$ cat src/rtl/core/nsr_pkg.sv
// Shared constants and types for the Newton square root block.
// No dependencies; imported by nsr_divider, newton_square_root and the testbench.
package nsr_pkg;

    // Field widths
    localparam int VALUE_W  = 10;
    localparam int APPROX_W = 32;
    localparam int DIFF_W   = 34;
    localparam int TOL_W    = 23;
    localparam int STATUS_W = 2;

    // Algorithm constants
    localparam int FRAC_BITS   = 22;
    localparam int MAX_STEPS   = 32;
    localparam int VALUE_LIMIT = 1000;
    localparam logic [TOL_W-1:0] TOL_RESET = TOL_W'(419);

    // Step counter holds 0 .. MAX_STEPS
    localparam int STEP_W = $clog2(MAX_STEPS + 1);

    // Divider: numerator is value << 2*FRAC_BITS; its part above the
    // quotient width seeds the remainder, the rest is all zero bits.
    localparam int REM_INIT_W = VALUE_W + 2 * FRAC_BITS - APPROX_W;
    localparam int DIV_CNT_W  = $clog2(APPROX_W);

    // Result status codes
    localparam logic [STATUS_W-1:0] STAT_OK    = 2'd0;
    localparam logic [STATUS_W-1:0] STAT_RANGE = 2'd1;
    localparam logic [STATUS_W-1:0] STAT_LIMIT = 2'd2;

    // Divider handshake toward the sequencer
    typedef struct packed {
        logic busy;
        logic done;
    } div_status_t;

endpackage

$ cat src/rtl/core/newton_square_root.sv
// Newton square root: one value in, one result beat per iteration out.
// Each step: the divider forms 32 quotient bits and flags done, then the sequencer waits
// for a free output register, emits the step and restarts; a run has up to 32 steps.
// An out-of-range value gives one error beat in the cycle after acceptance.
// Reset (rst_n, async, low) idles the sequencer and sets tolerance to 419.
// Depends on nsr_pkg and nsr_divider.
module newton_square_root (
    input  logic                         clk,
    input  logic                         rst_n,
    input  logic                         cfg_wen,
    input  logic [nsr_pkg::TOL_W-1:0]    cfg_wdata,
    input  logic                         in_valid,
    output logic                         in_stall,
    input  logic [nsr_pkg::VALUE_W-1:0]  value,
    output logic                         out_valid,
    input  logic                         out_stall,
    output logic [nsr_pkg::APPROX_W-1:0] approximation,
    output logic signed [nsr_pkg::DIFF_W-1:0] difference,
    output logic [nsr_pkg::STATUS_W-1:0] status,
    output logic                         last
);
    import nsr_pkg::*;

    typedef enum logic [1:0] {
        ST_IDLE,
        ST_DIVIDE,
        ST_UPDATE
    } state_t;

    state_t                state_reg;
    state_t                state_next;
    logic [TOL_W-1:0]      tol_reg;
    logic [VALUE_W-1:0]    operand_reg;
    logic [VALUE_W-1:0]    operand_next;
    logic [APPROX_W-1:0]   guess_reg;
    logic [APPROX_W-1:0]   guess_next;
    logic [STEP_W-1:0]     step_cnt_reg;
    logic [STEP_W-1:0]     step_cnt_next;
    logic                  out_valid_reg;
    logic                  out_valid_next;
    logic [APPROX_W-1:0]   approx_reg;
    logic [APPROX_W-1:0]   approx_next;
    logic [DIFF_W-1:0]     diff_reg;
    logic [DIFF_W-1:0]     diff_next;
    logic [STATUS_W-1:0]   status_reg;
    logic [STATUS_W-1:0]   status_next;
    logic                  last_reg;
    logic                  last_next;

    logic                  out_free;
    logic                  in_accept;
    logic                  in_range;
    logic                  div_start;
    logic [APPROX_W-1:0]   div_divisor;
    logic [REM_INIT_W-1:0] div_rem_init;
    logic [APPROX_W-1:0]   quot;
    div_status_t           div_stat;
    logic [APPROX_W:0]     sum;
    logic [APPROX_W-1:0]   new_x;
    logic [APPROX_W-1:0]   mag;
    logic                  converged;
    logic                  at_limit;

    // Output register is free when empty or draining this cycle
    assign out_free  = !out_valid_reg || !out_stall;
    assign in_stall  = !((state_reg == ST_IDLE) && out_free);
    assign in_accept = in_valid && !in_stall;
    assign in_range  = (value != '0) && ({1'b0, value} < (VALUE_W + 1)'(VALUE_LIMIT));

    // Newton update: halve both terms, add back the carry of two odd halves
    assign sum   = {2'b00, guess_reg[APPROX_W-1:1]} + {2'b00, quot[APPROX_W-1:1]}
                 + (APPROX_W + 1)'(guess_reg[0] & quot[0]);
    assign new_x = sum[APPROX_W-1:0];
    assign mag   = (guess_reg >= new_x) ? (guess_reg - new_x) : (new_x - guess_reg);
    assign converged = (mag <= {{(APPROX_W - TOL_W){1'b0}}, tol_reg});
    assign at_limit  = (step_cnt_reg == STEP_W'(MAX_STEPS - 1));

    // Divider operands: fresh value on accept, new guess on later steps
    assign div_rem_init = (state_reg == ST_IDLE)
                        ? {value, {(REM_INIT_W - VALUE_W){1'b0}}}
                        : {operand_reg, {(REM_INIT_W - VALUE_W){1'b0}}};
    assign div_divisor  = (state_reg == ST_IDLE)
                        ? {value, {FRAC_BITS{1'b0}}}
                        : new_x;

    always_comb
    begin
        state_next     = state_reg;
        operand_next   = operand_reg;
        guess_next     = guess_reg;
        step_cnt_next  = step_cnt_reg;
        out_valid_next = out_valid_reg && out_stall;
        approx_next    = approx_reg;
        diff_next      = diff_reg;
        status_next    = status_reg;
        last_next      = last_reg;
        div_start      = 1'b0;
        case (state_reg)
            ST_IDLE:
            begin
                if (in_accept)
                begin
                    if (in_range)
                    begin
                        operand_next  = value;
                        guess_next    = {value, {FRAC_BITS{1'b0}}};
                        step_cnt_next = '0;
                        div_start     = 1'b1;
                        state_next    = ST_DIVIDE;
                    end
                    else
                    begin
                        // Single error beat, state untouched
                        out_valid_next = 1'b1;
                        approx_next    = '0;
                        diff_next      = '0;
                        status_next    = STAT_RANGE;
                        last_next      = 1'b1;
                    end
                end
            end
            ST_DIVIDE:
            begin
                if (div_stat.done)
                begin
                    state_next = ST_UPDATE;
                end
            end
            ST_UPDATE:
            begin
                // Wait for the output register, then emit this step
                if (out_free)
                begin
                    out_valid_next = 1'b1;
                    approx_next    = new_x;
                    diff_next      = {2'b00, guess_reg} - {2'b00, new_x};
                    status_next    = (!converged && at_limit) ? STAT_LIMIT : STAT_OK;
                    last_next      = converged || at_limit;
                    guess_next     = new_x;
                    step_cnt_next  = step_cnt_reg + 1'b1;
                    if (converged || at_limit)
                    begin
                        state_next = ST_IDLE;
                    end
                    else
                    begin
                        div_start  = 1'b1;
                        state_next = ST_DIVIDE;
                    end
                end
            end
            default:
            begin
                state_next = ST_IDLE;
            end
        endcase
    end

    // Hold state, configuration and registered outputs
    always_ff @(posedge clk or negedge rst_n)
    begin
        if (!rst_n)
        begin
            state_reg     <= ST_IDLE;
            tol_reg       <= TOL_RESET;
            operand_reg   <= '0;
            guess_reg     <= '0;
            step_cnt_reg  <= '0;
            out_valid_reg <= 1'b0;
        end
        else
        begin
            state_reg     <= state_next;
            operand_reg   <= operand_next;
            guess_reg     <= guess_next;
            step_cnt_reg  <= step_cnt_next;
            out_valid_reg <= out_valid_next;
            if (cfg_wen)
            begin
                tol_reg <= cfg_wdata;
            end
        end
    end

    always_ff @(posedge clk)
    begin
        approx_reg <= approx_next;
        diff_reg   <= diff_next;
        status_reg <= status_next;
        last_reg   <= last_next;
    end

    nsr_divider u_divider (
        .clk      (clk),
        .rst_n    (rst_n),
        .start    (div_start),
        .rem_init (div_rem_init),
        .divisor  (div_divisor),
        .quotient (quot),
        .status   (div_stat)
    );

    assign out_valid     = out_valid_reg;
    assign approximation = approx_reg;
    assign difference    = diff_reg;
    assign status        = status_reg;
    assign last          = last_reg;

`ifndef SYNTHESIS
    // Divider finishes only while the sequencer waits for it
    a_done_in_divide: assert property (@(posedge clk) disable iff (!rst_n)
        div_stat.done |-> (state_reg == ST_DIVIDE))
        else $error("divider done outside divide state");

    // Divider is never restarted while running
    a_no_restart: assert property (@(posedge clk) disable iff (!rst_n)
        div_start |-> !div_stat.busy)
        else $error("divider restarted while busy");

    // Step counter never passes the step limit
    a_step_bound: assert property (@(posedge clk) disable iff (!rst_n)
        step_cnt_reg <= STEP_W'(MAX_STEPS))
        else $error("step counter beyond limit");

    // A step-limit beat closes the run at the full step count
    a_limit_last: assert property (@(posedge clk) disable iff (!rst_n)
        (out_valid && status == STAT_LIMIT) |->
            (last && step_cnt_reg == STEP_W'(MAX_STEPS)))
        else $error("step limit beat inconsistent");
`endif

endmodule

$ cat src/rtl/core/nsr_divider.sv
// Restoring radix-2 divider, one quotient bit per cycle.
// Depends on nsr_pkg; instantiated by newton_square_root.
module nsr_divider (
    input  logic                           clk,
    input  logic                           rst_n,
    input  logic                           start,
    input  logic [nsr_pkg::REM_INIT_W-1:0] rem_init,
    input  logic [nsr_pkg::APPROX_W-1:0]   divisor,
    output logic [nsr_pkg::APPROX_W-1:0]   quotient,
    output nsr_pkg::div_status_t           status
);
    import nsr_pkg::*;

    logic                  busy_reg;
    logic                  busy_next;
    logic                  done_reg;
    logic                  done_next;
    logic [DIV_CNT_W-1:0]  cnt_reg;
    logic [DIV_CNT_W-1:0]  cnt_next;
    logic [APPROX_W-1:0]   rem_reg;
    logic [APPROX_W-1:0]   rem_next;
    logic [APPROX_W-1:0]   dvs_reg;
    logic [APPROX_W-1:0]   dvs_next;
    logic [APPROX_W-1:0]   quo_reg;
    logic [APPROX_W-1:0]   quo_next;
    logic [APPROX_W:0]     trial;
    logic                  fits;

    // Shift in one zero numerator bit and try the subtraction
    assign trial = {rem_reg, 1'b0};
    assign fits  = (trial >= {1'b0, dvs_reg});

    always_comb
    begin
        busy_next = busy_reg;
        done_next = 1'b0;
        cnt_next  = cnt_reg;
        rem_next  = rem_reg;
        dvs_next  = dvs_reg;
        quo_next  = quo_reg;
        if (start)
        begin
            busy_next = 1'b1;
            cnt_next  = '0;
            rem_next  = {{(APPROX_W - REM_INIT_W){1'b0}}, rem_init};
            dvs_next  = divisor;
            quo_next  = '0;
        end
        else if (busy_reg)
        begin
            rem_next = fits ? APPROX_W'(trial - {1'b0, dvs_reg}) : trial[APPROX_W-1:0];
            quo_next = {quo_reg[APPROX_W-2:0], fits};
            cnt_next = cnt_reg + 1'b1;
            if (cnt_reg == DIV_CNT_W'(APPROX_W - 1))
            begin
                busy_next = 1'b0;
                done_next = 1'b1;
            end
        end
    end

    // Hold control state
    always_ff @(posedge clk or negedge rst_n)
    begin
        if (!rst_n)
        begin
            busy_reg <= 1'b0;
            done_reg <= 1'b0;
            cnt_reg  <= '0;
        end
        else
        begin
            busy_reg <= busy_next;
            done_reg <= done_next;
            cnt_reg  <= cnt_next;
        end
    end

    always_ff @(posedge clk)
    begin
        rem_reg <= rem_next;
        dvs_reg <= dvs_next;
        quo_reg <= quo_next;
    end

    assign quotient    = quo_reg;
    assign status.busy = busy_reg;
    assign status.done = done_reg;

endmodule

$ cat config.mk
export PLATFORM = sky130hd
export DESIGN_NAME = newton_square_root
export DESIGN_NICKNAME = d
export VERILOG_FILES = /design/src/rtl/core/nsr_pkg.sv /design/src/rtl/core/newton_square_root.sv /design/src/rtl/core/nsr_divider.sv
export SDC_FILE = /design/constraint.sdc
export NUM_CORES = 1
export LEC_CHECK = 0
export ABC_AREA = 1
export BUFFER_PORTS_ARGS = -buffer_cell sky130_fd_sc_hd__buf_2
export CAP_MARGIN = 10
export CORE_ASPECT_RATIO = 1.75
export CORE_MARGIN = 3
export CORE_UTILIZATION = 60
export CTS_CLUSTER_SIZE = 14
export DETAILED_ROUTE_END_ITERATION = 7
export GPL_TIMING_DRIVEN = 0
export PLACE_DENSITY = 0.83
export SETUP_SLACK_MARGIN = 0.3
export SLEW_MARGIN = 20
export SYNTH_ARGS = -nofsm -noshare
export SYNTH_HDL_FRONTEND = slang
export SYNTH_HIERARCHICAL = 1
export SYNTH_SLANG_ARGS = --single-unit
$ cat constraint.sdc
create_clock -name clk -period 10.65 [get_ports clk]
set_clock_uncertainty 0.15 [all_clocks]
set_input_delay 2.13 -clock clk [delete_from_list [all_inputs] [get_ports clk]]
set_output_delay 2.13 -clock clk [all_outputs]
set_load 0.02 [all_outputs]
==> results.md, run 1 <==
Status:
- The run finished with clean final reports.

Clock network:
- The number of clock buffers added by TritonCTS is 24.
- The deepest level of the CTS H-tree is 1.
- The longest clock path from root to sink contains 3 buffers.
- The CTS root buffer is clkbuf_16.
- The latest clock arrival within the worst-skew pair is 0.55 ns.
- The number of hold buffers added after CTS was 0.
- Clock-pin slew was measured on the worst setup and hold paths at 0.07 ns.
- Counting every sink on the clock net gives 245.
- The CTS tree is yes.

Placement:
- The number of buffer cells added on primary ports is 107.
- The HPWL after detailed placement is 54.8 mm.
- The congestion estimate from routability-driven global placement came to 1.05.
- Timing analysis after detailed placement gives a worst setup slack of 0.322 ns.

STA:
- For the pin with the worst max-slew slack, the measured transition is 0.987 ns.
- The worst hold slack across all endpoints is 0.335 ns.
- Setup repair after global routing left no endpoint under its margin.
- The final worst setup slack is 0.778 ns.
- For the final routed database, the setup TNS stands at 0 ns.
- Setup violations remaining at the end of the flow were counted as 0.
- The headroom to the max-slew limit is 0.342.
- The max-slew violation count is 0.
- The count of final hold-check violations is 0.
- The clock period could shrink to 9.87 ns.
- The ratio of final minimum period to clock period is 0.927.
- The upper clock frequency limit is 101 MHz.

Detailed routing:
- The total via count in the routed design is 17.9k.
- The post-route DRC violation count is 0.
- The number of routed nets with antenna violations is 0.
- The final wirelength is 68.9 mm.
- The first-pass detailed-route iteration total is 6.
- The starting DRC count in detailed routing is 1371.
- The average wire per standard cell is 23.0 microns.
- The ratio of routed vias to standard cells is 5.96.

Synthesis:
- The mean instance size in the synthesized netlist is 7.45 sq um.
- The number of warnings printed during yosys synthesis is 6.
- After technology mapping, the gate count stands at 2449.
- The total standard cell area after synthesis is 18200 sq um.

Setup path:
- The dominant cell type by count on the critical path is nand2_1.
- The worst setup path is launched from a flop.
- Broken down by cell family, the worst path's largest delay share belongs to simple AND/OR/NAND/NOR gates.
- In this run the number of cells on the critical path is 58.
- The type of destination of the critical path is a flop.
- In this run the worst path has a maximum fanout of 25.
- The slowest stage cell on the critical path is fa_1.
- For flop-to-flop paths, the worst setup slack is 0.78 ns.
- In this design, the stage delay of the slowest critical-path cell is 0.48 ns.
- The endpoint arrival time on the critical path is 10.13 ns.
- The critical path is of the flop to flop type.
- Data on the critical path is required at its endpoint by 10.91 ns.
- The worst path buffer plus inverter count is 13.
- The number of cells on the worst reg-to-reg path is 58.

Floorplanning:
- The count of pins on the block boundary is 109.
- The area of the core is 29700 sq um.
- For this configuration, the core starts out at a cell density of 0.614.
- The vertical die dimension is 237 microns.
- The die covers 32600 sq um.
- The die is 138 microns wide.
- The floorplan row count is 83.

Layout:
- The layout cell share with drive strength beyond 1 is 0.114.
- The number of flip-flops under the largest register name is 33.
- The count of inserted antenna diode cells is 0.
- The filler cell count in the final layout is 2473.
- From synthesis to final layout, the design area changed by 11.1%.
- At the end of the flow, the number of nets in the layout was 2791.
- The utilization after layout is 0.683.

Run:
- Across the run, the number of max-cap violations was 0.

Global routing:
- Entering global routing, the biggest net connects 57 pins.
- The via count of the first global-routing pass is 18.2k.
- The number of antenna violations at the first check in global routing is 2.
- The first global-routing pass estimated 102 mm of wire.
- For this run, the total global-route usage over all layers was measured as 0.423.
- The global route total overflow is 0.

Min path:
- The worst hold path passes through 2 cells.
- The worst hold path belongs to the class flop to flop.
## area by class of cell
type | count | area [sq um] | share of cell area
Multi-Input combinational cell | 1741 | 9940 | 0.491
Sequential cell | 245 | 6540 | 0.322
Inverter | 405 | 1530 | 0.0754
Clock buffer | 32 | 672 | 0.0331
Timing Repair Buffer | 111 | 628 | 0.0310
Tap cell | 382 | 478 | 0.0236
Buffer | 69 | 348 | 0.0172
Clock inverter | 12 | 138 | 0.00679
## worst min-delay path: stages, from the launching register on
cell and delay [ns]:
dfxtp_1 0.33, nand2_1 0.07, nand2_1 0.04
## metrics by stage
step | instance area, sq um | std cells
floorplan | 18300 | 2460
global placement | 19300 | 2949
detailed placement | 19400 | 2952
CTS | 20200 | 2996
global route | 20300 | 2997
finish | 20300 | 2997
## routing by layer
metal / up-vias / GRT usage / share of wire
li1: 8257 / - / -
met1: 8152 / 0.367 / 0.29
met2: 958 / 0.732 / 0.50
met3: 490 / 0.113 / 0.074
met4: 4 / 0.434 / 0.13
met5: - / 0 / 0.00038
## timing repair
item / CTS / global route
buffers inserted: 0 / 1
resized for setup: 1 / 11
pin swaps: 0 / 1
setup endpoints to repair: 3 / 82
## layout by cell type, fill, tap and decap left out, drive strengths merged, types with 2 or more instances in the layout
| cell type | instances |
|---|---|
| xor2 | 50 |
| fa | 5 |
| o21ai | 168 |
| a221oi | 5 |
| nor2 | 248 |
| a21boi | 5 |
| clkbuf | 75 |
| bufinv | 3 |
| a21oi | 157 |
| clkinv | 10 |
| dfxtp | 42 |
| nor3 | 23 |
| a31oi | 6 |
| edfxtp | 122 |
| o31ai | 2 |
| buf | 137 |
| conb | 12 |
| nand3 | 98 |
| xnor2 | 36 |
| nand3b | 5 |
| dfstp | 5 |
| o2111ai | 4 |
| ha | 151 |
| nor4 | 10 |
| a211oi | 3 |
| o21bai | 30 |
| a22oi | 6 |
| inv | 404 |
| or2 | 14 |
| nand2 | 610 |
| o21a | 7 |
| dfrtp | 76 |
| o221ai | 2 |
| o22ai | 38 |
| a21o | 5 |
| mux2i | 2 |
| nand4 | 22 |
| o211ai | 8 |
## worst paths after layout
path | start | end
max in group asynchronous | rst_n | step_cnt_reg[2]
hold reg to reg | u_divider/rem_reg[27] | u_divider/rem_reg[27]
setup / recovery | guess_reg[1] | u_divider/rem_reg[17]
setup reg to reg | guess_reg[1] | u_divider/rem_reg[17]
hold / removal | u_divider/rem_reg[27] | u_divider/rem_reg[27]
min in group asynchronous | rst_n | guess_reg[2]
Power of run 1 is not shown: default switching activity piles up to over one toggle a cycle in this logic, so the estimate is an artifact.
==> run 2, diff against run 1 <==
--- a/config.mk
+++ b/config.mk
@@ -14,7 +14,7 @@
 export CTS_CLUSTER_SIZE = 14
 export DETAILED_ROUTE_END_ITERATION = 7
 export GPL_TIMING_DRIVEN = 0
-export PLACE_DENSITY = 0.83
+export PLACE_DENSITY = 0.79
 export SETUP_SLACK_MARGIN = 0.3
 export SLEW_MARGIN = 20
 export SYNTH_ARGS = -nofsm -noshare
==> run 2 against run 1 <==
Compared with the run above:
- final cell count increased by 0.23%
- die area unchanged
- utilization up 0.25 points
- wire length shrank 5.1%
- critical path depth down 5
- largest cell class unchanged
==> results.md, run 2 (synthesized netlist as in run 1, its figures left out) <==
Placement:
- The detailed placer's ending HPWL was 52.3 mm (was 54.8 mm).
- The routability congestion estimate came to 1.07 (was 1.05).
- The number of buffer cells added on primary ports is 107 (unchanged).
- The placed cell area came to 19400 sq um (about the same).

Setup path:
- The worst path buffer plus inverter count is 11 (was 13).
- The dominant cell type by count on the critical path was nand2_1 (unchanged).
- The slowest stage cell on the critical path is fa_1 (unchanged).
- The required time at the endpoint of the critical path was 10.90 ns (was 10.91 ns).
- The kind of start point of the critical path is a flop (unchanged).
- The delay of the slowest cell on the worst path is 0.50 ns (was 0.48 ns).
- The highest net fanout along the worst path is 25 (unchanged).
- The endpoint arrival time on the critical path is 10.15 ns (was 10.13 ns).
- The cell family with the largest share of critical-path delay was simple AND/OR/NAND/NOR gates (unchanged).
- The category of the critical setup timing path was flop to flop (unchanged).
- The type of destination of the critical path is a flop (unchanged).

STA:
- The upper clock frequency limit is 101 MHz (about the same).
- The headroom to the max-slew limit is 0.347 (was 0.342).
- The slew at the pin closest to its max-slew limit came to 0.979 ns (was 0.987 ns).
- RSZ-0062 raised after global routing: false (unchanged).
- The count of final hold-check violations is 0 (unchanged).
- The max-slew violation count was 0 (unchanged).
- The minimum period implied by the final worst setup slack is 9.90 ns (was 9.87 ns).
- The number of endpoints failing setup at the final stage is 0 (unchanged).
- The ratio of final minimum period to clock period came to 0.929 (was 0.927).

Run:
- The number of violations of the max-capacitance limit came to 0 (unchanged).

Floorplanning:
- The overall die area was 32600 sq um (unchanged).
- The starting density of the core was 0.614 (unchanged).
- The floorplan row count is 83 (unchanged).
- The area of the core is 29700 sq um (unchanged).
- The x dimension of the die is 138 microns (unchanged).
- The vertical die dimension is 237 microns (unchanged).
- The count of pins on the block boundary was 109 (unchanged).

Detailed routing:
- The number of routed nets with antenna violations was 0 (unchanged).
- The total via count in the routed design came to 17.4k (was 17.9k).
- The starting DRC count in detailed routing is 1316 (was 1371).
- The average wire per standard cell is 21.8 microns (was 23.0 microns).
- The post-route DRC violation count is 0 (unchanged).
- The first-pass detailed-route iteration total was 8 (was 6).
- The final wirelength came to 65.4 mm (was 68.9 mm).
- The ratio of routed vias to standard cells is 5.79 (was 5.96).

Layout:
- The number of flip-flops under the largest register name is 33 (unchanged).
- The most common cell after layout, fill and taps aside is nand2_1 (unchanged).
- The final instance area is 20300 sq um (about the same).
- Most frequent cells in the layout: nand2_1 (583), inv_1 (385), nor2_1 (231) (unchanged).
- The layout cell share with drive strength beyond 1 is 0.118 (was 0.114).
- The area overhead of the layout relative to synthesis is 11.5% (was 11.1%).
- The number of nets in the layout is 2796 (was 2791).

Global routing:
- The via count of the first global-routing pass is 17.6k (was 18.2k).
- The wire length of the first global-routing pass is 97.4 mm (was 102 mm).
- The number of antenna violations at the first check in global routing came to 4 (was 2).
- The pin count of the biggest net entering global routing is 49 (was 57).
- The overall global routing resource usage was 0.402 (was 0.423).
- The global route total overflow was 0 (unchanged).

Clock network:
- The CTS tree is yes (unchanged).
- The latest clock arrival within the worst-skew pair was 0.56 ns (was 0.55 ns).
- The clock sink count was 245 (unchanged).
- The number of hold-repair buffers added at the cts stage was 0 (unchanged).
- The number of buffers on the longest clock path is 3 (unchanged).
- The clock transition at the registers of the reported paths was 0.06 ns (was 0.07 ns).
- The CTS buffer count came to 25 (was 24).
- The CTS root buffer was clkbuf_16 (unchanged).
- The deepest level of the CTS H-tree came to 1 (unchanged).

Status:
- Status: finished clean (unchanged).

Min path:
- The class of the tightest hold or removal check is flop to flop (unchanged).
-- run 2: cell count changes in the layout (fill, tap and decap cells not counted), sizes merged --
cell / delta
buf: +4
bufinv: -1
clkbuf: +3
clkinv: -3
clkinvlp: +1
diode: +1
inv: +2
-- run 2: through the flow --
| stage | cells | utilization | hold WS (ns) | TNS, ns | setup slack, ns |
|---|---|---|---|---|---|
| CTS | 2999 | 0.683 | 0.321 | 0 | 0.441 |
| detailed placement | 2953 | 0.654 | 0.308 | 0 | 0.468 |
| global placement | 2949 | 0.650 | 0.301 | -103.07 | -1.62 |
| finish | 3004 | 0.685 | 0.318 | 0 | 0.753 |
| global route | 3004 | 0.685 | 0.352 | 0 | 0.302 |
| floorplan | 2460 | - | 0.282 | 0 | 1.28 |
-- run 2: repair_timing --
action / 4_1_cts / 5_1_grt
hold endpoints to repair: 0 / 0
buffers inserted: 0 / 4
endpoints found under the setup margin: 0 / 70
resized for setup: 0 / 4
-- run 2: cell type report --
cell class	instances	area, sq um
multi-input combinational	1741	9920
fill	2590	9350
sequential	245	6540
inverter	405	1530
clock buffer	35	727
timing repair buffer	115	683
tap	382	478
buffer	69	344
clock inverter	11	124
antenna	1	2.50
-- run 2: worst reg2reg max path, delay by kind of cell (launching register included) --
kind,cells,cell delay (ns)
and+or+nand+nor,26,3.29
buffers and inverters,11,2.19
AOI/OAI and AO/OA,11,1.78
adders and majority gates,4,1.44
xor gates and xnor gates,1,0.48
DFF,1,0.41
-- run 2: routing by layer --
layer / track usage / vias to the layer above / wire length (microns)
met3: 0.0940 / 409 / 4520
met1: 0.359 / 7904 / 19500
met2: 0.693 / 823 / 32500
met4: 0.414 / 6 / 8770
li1: - / 8249 / -
met5: 0 / - / 38
-- run 2: final timing paths --
kind | slack, ns | cells past startpoint | endpoint | start
max | 0.75 | 53 | u_divider/rem_reg[18] | guess_reg[1]
min | 0.32 | 2 | u_divider/rem_reg[31] | u_divider/rem_reg[31]
max reg2reg | 0.75 | 53 | u_divider/rem_reg[18] | guess_reg[1]
min reg2reg | 0.32 | 2 | u_divider/rem_reg[31] | u_divider/rem_reg[31]
max in group asynchronous | 8.31 | 2 | operand_reg[7] | rst_n
min in group asynchronous | 1.38 | 1 | guess_reg[2] | rst_n
Power of run 2 is left out for the same reason.
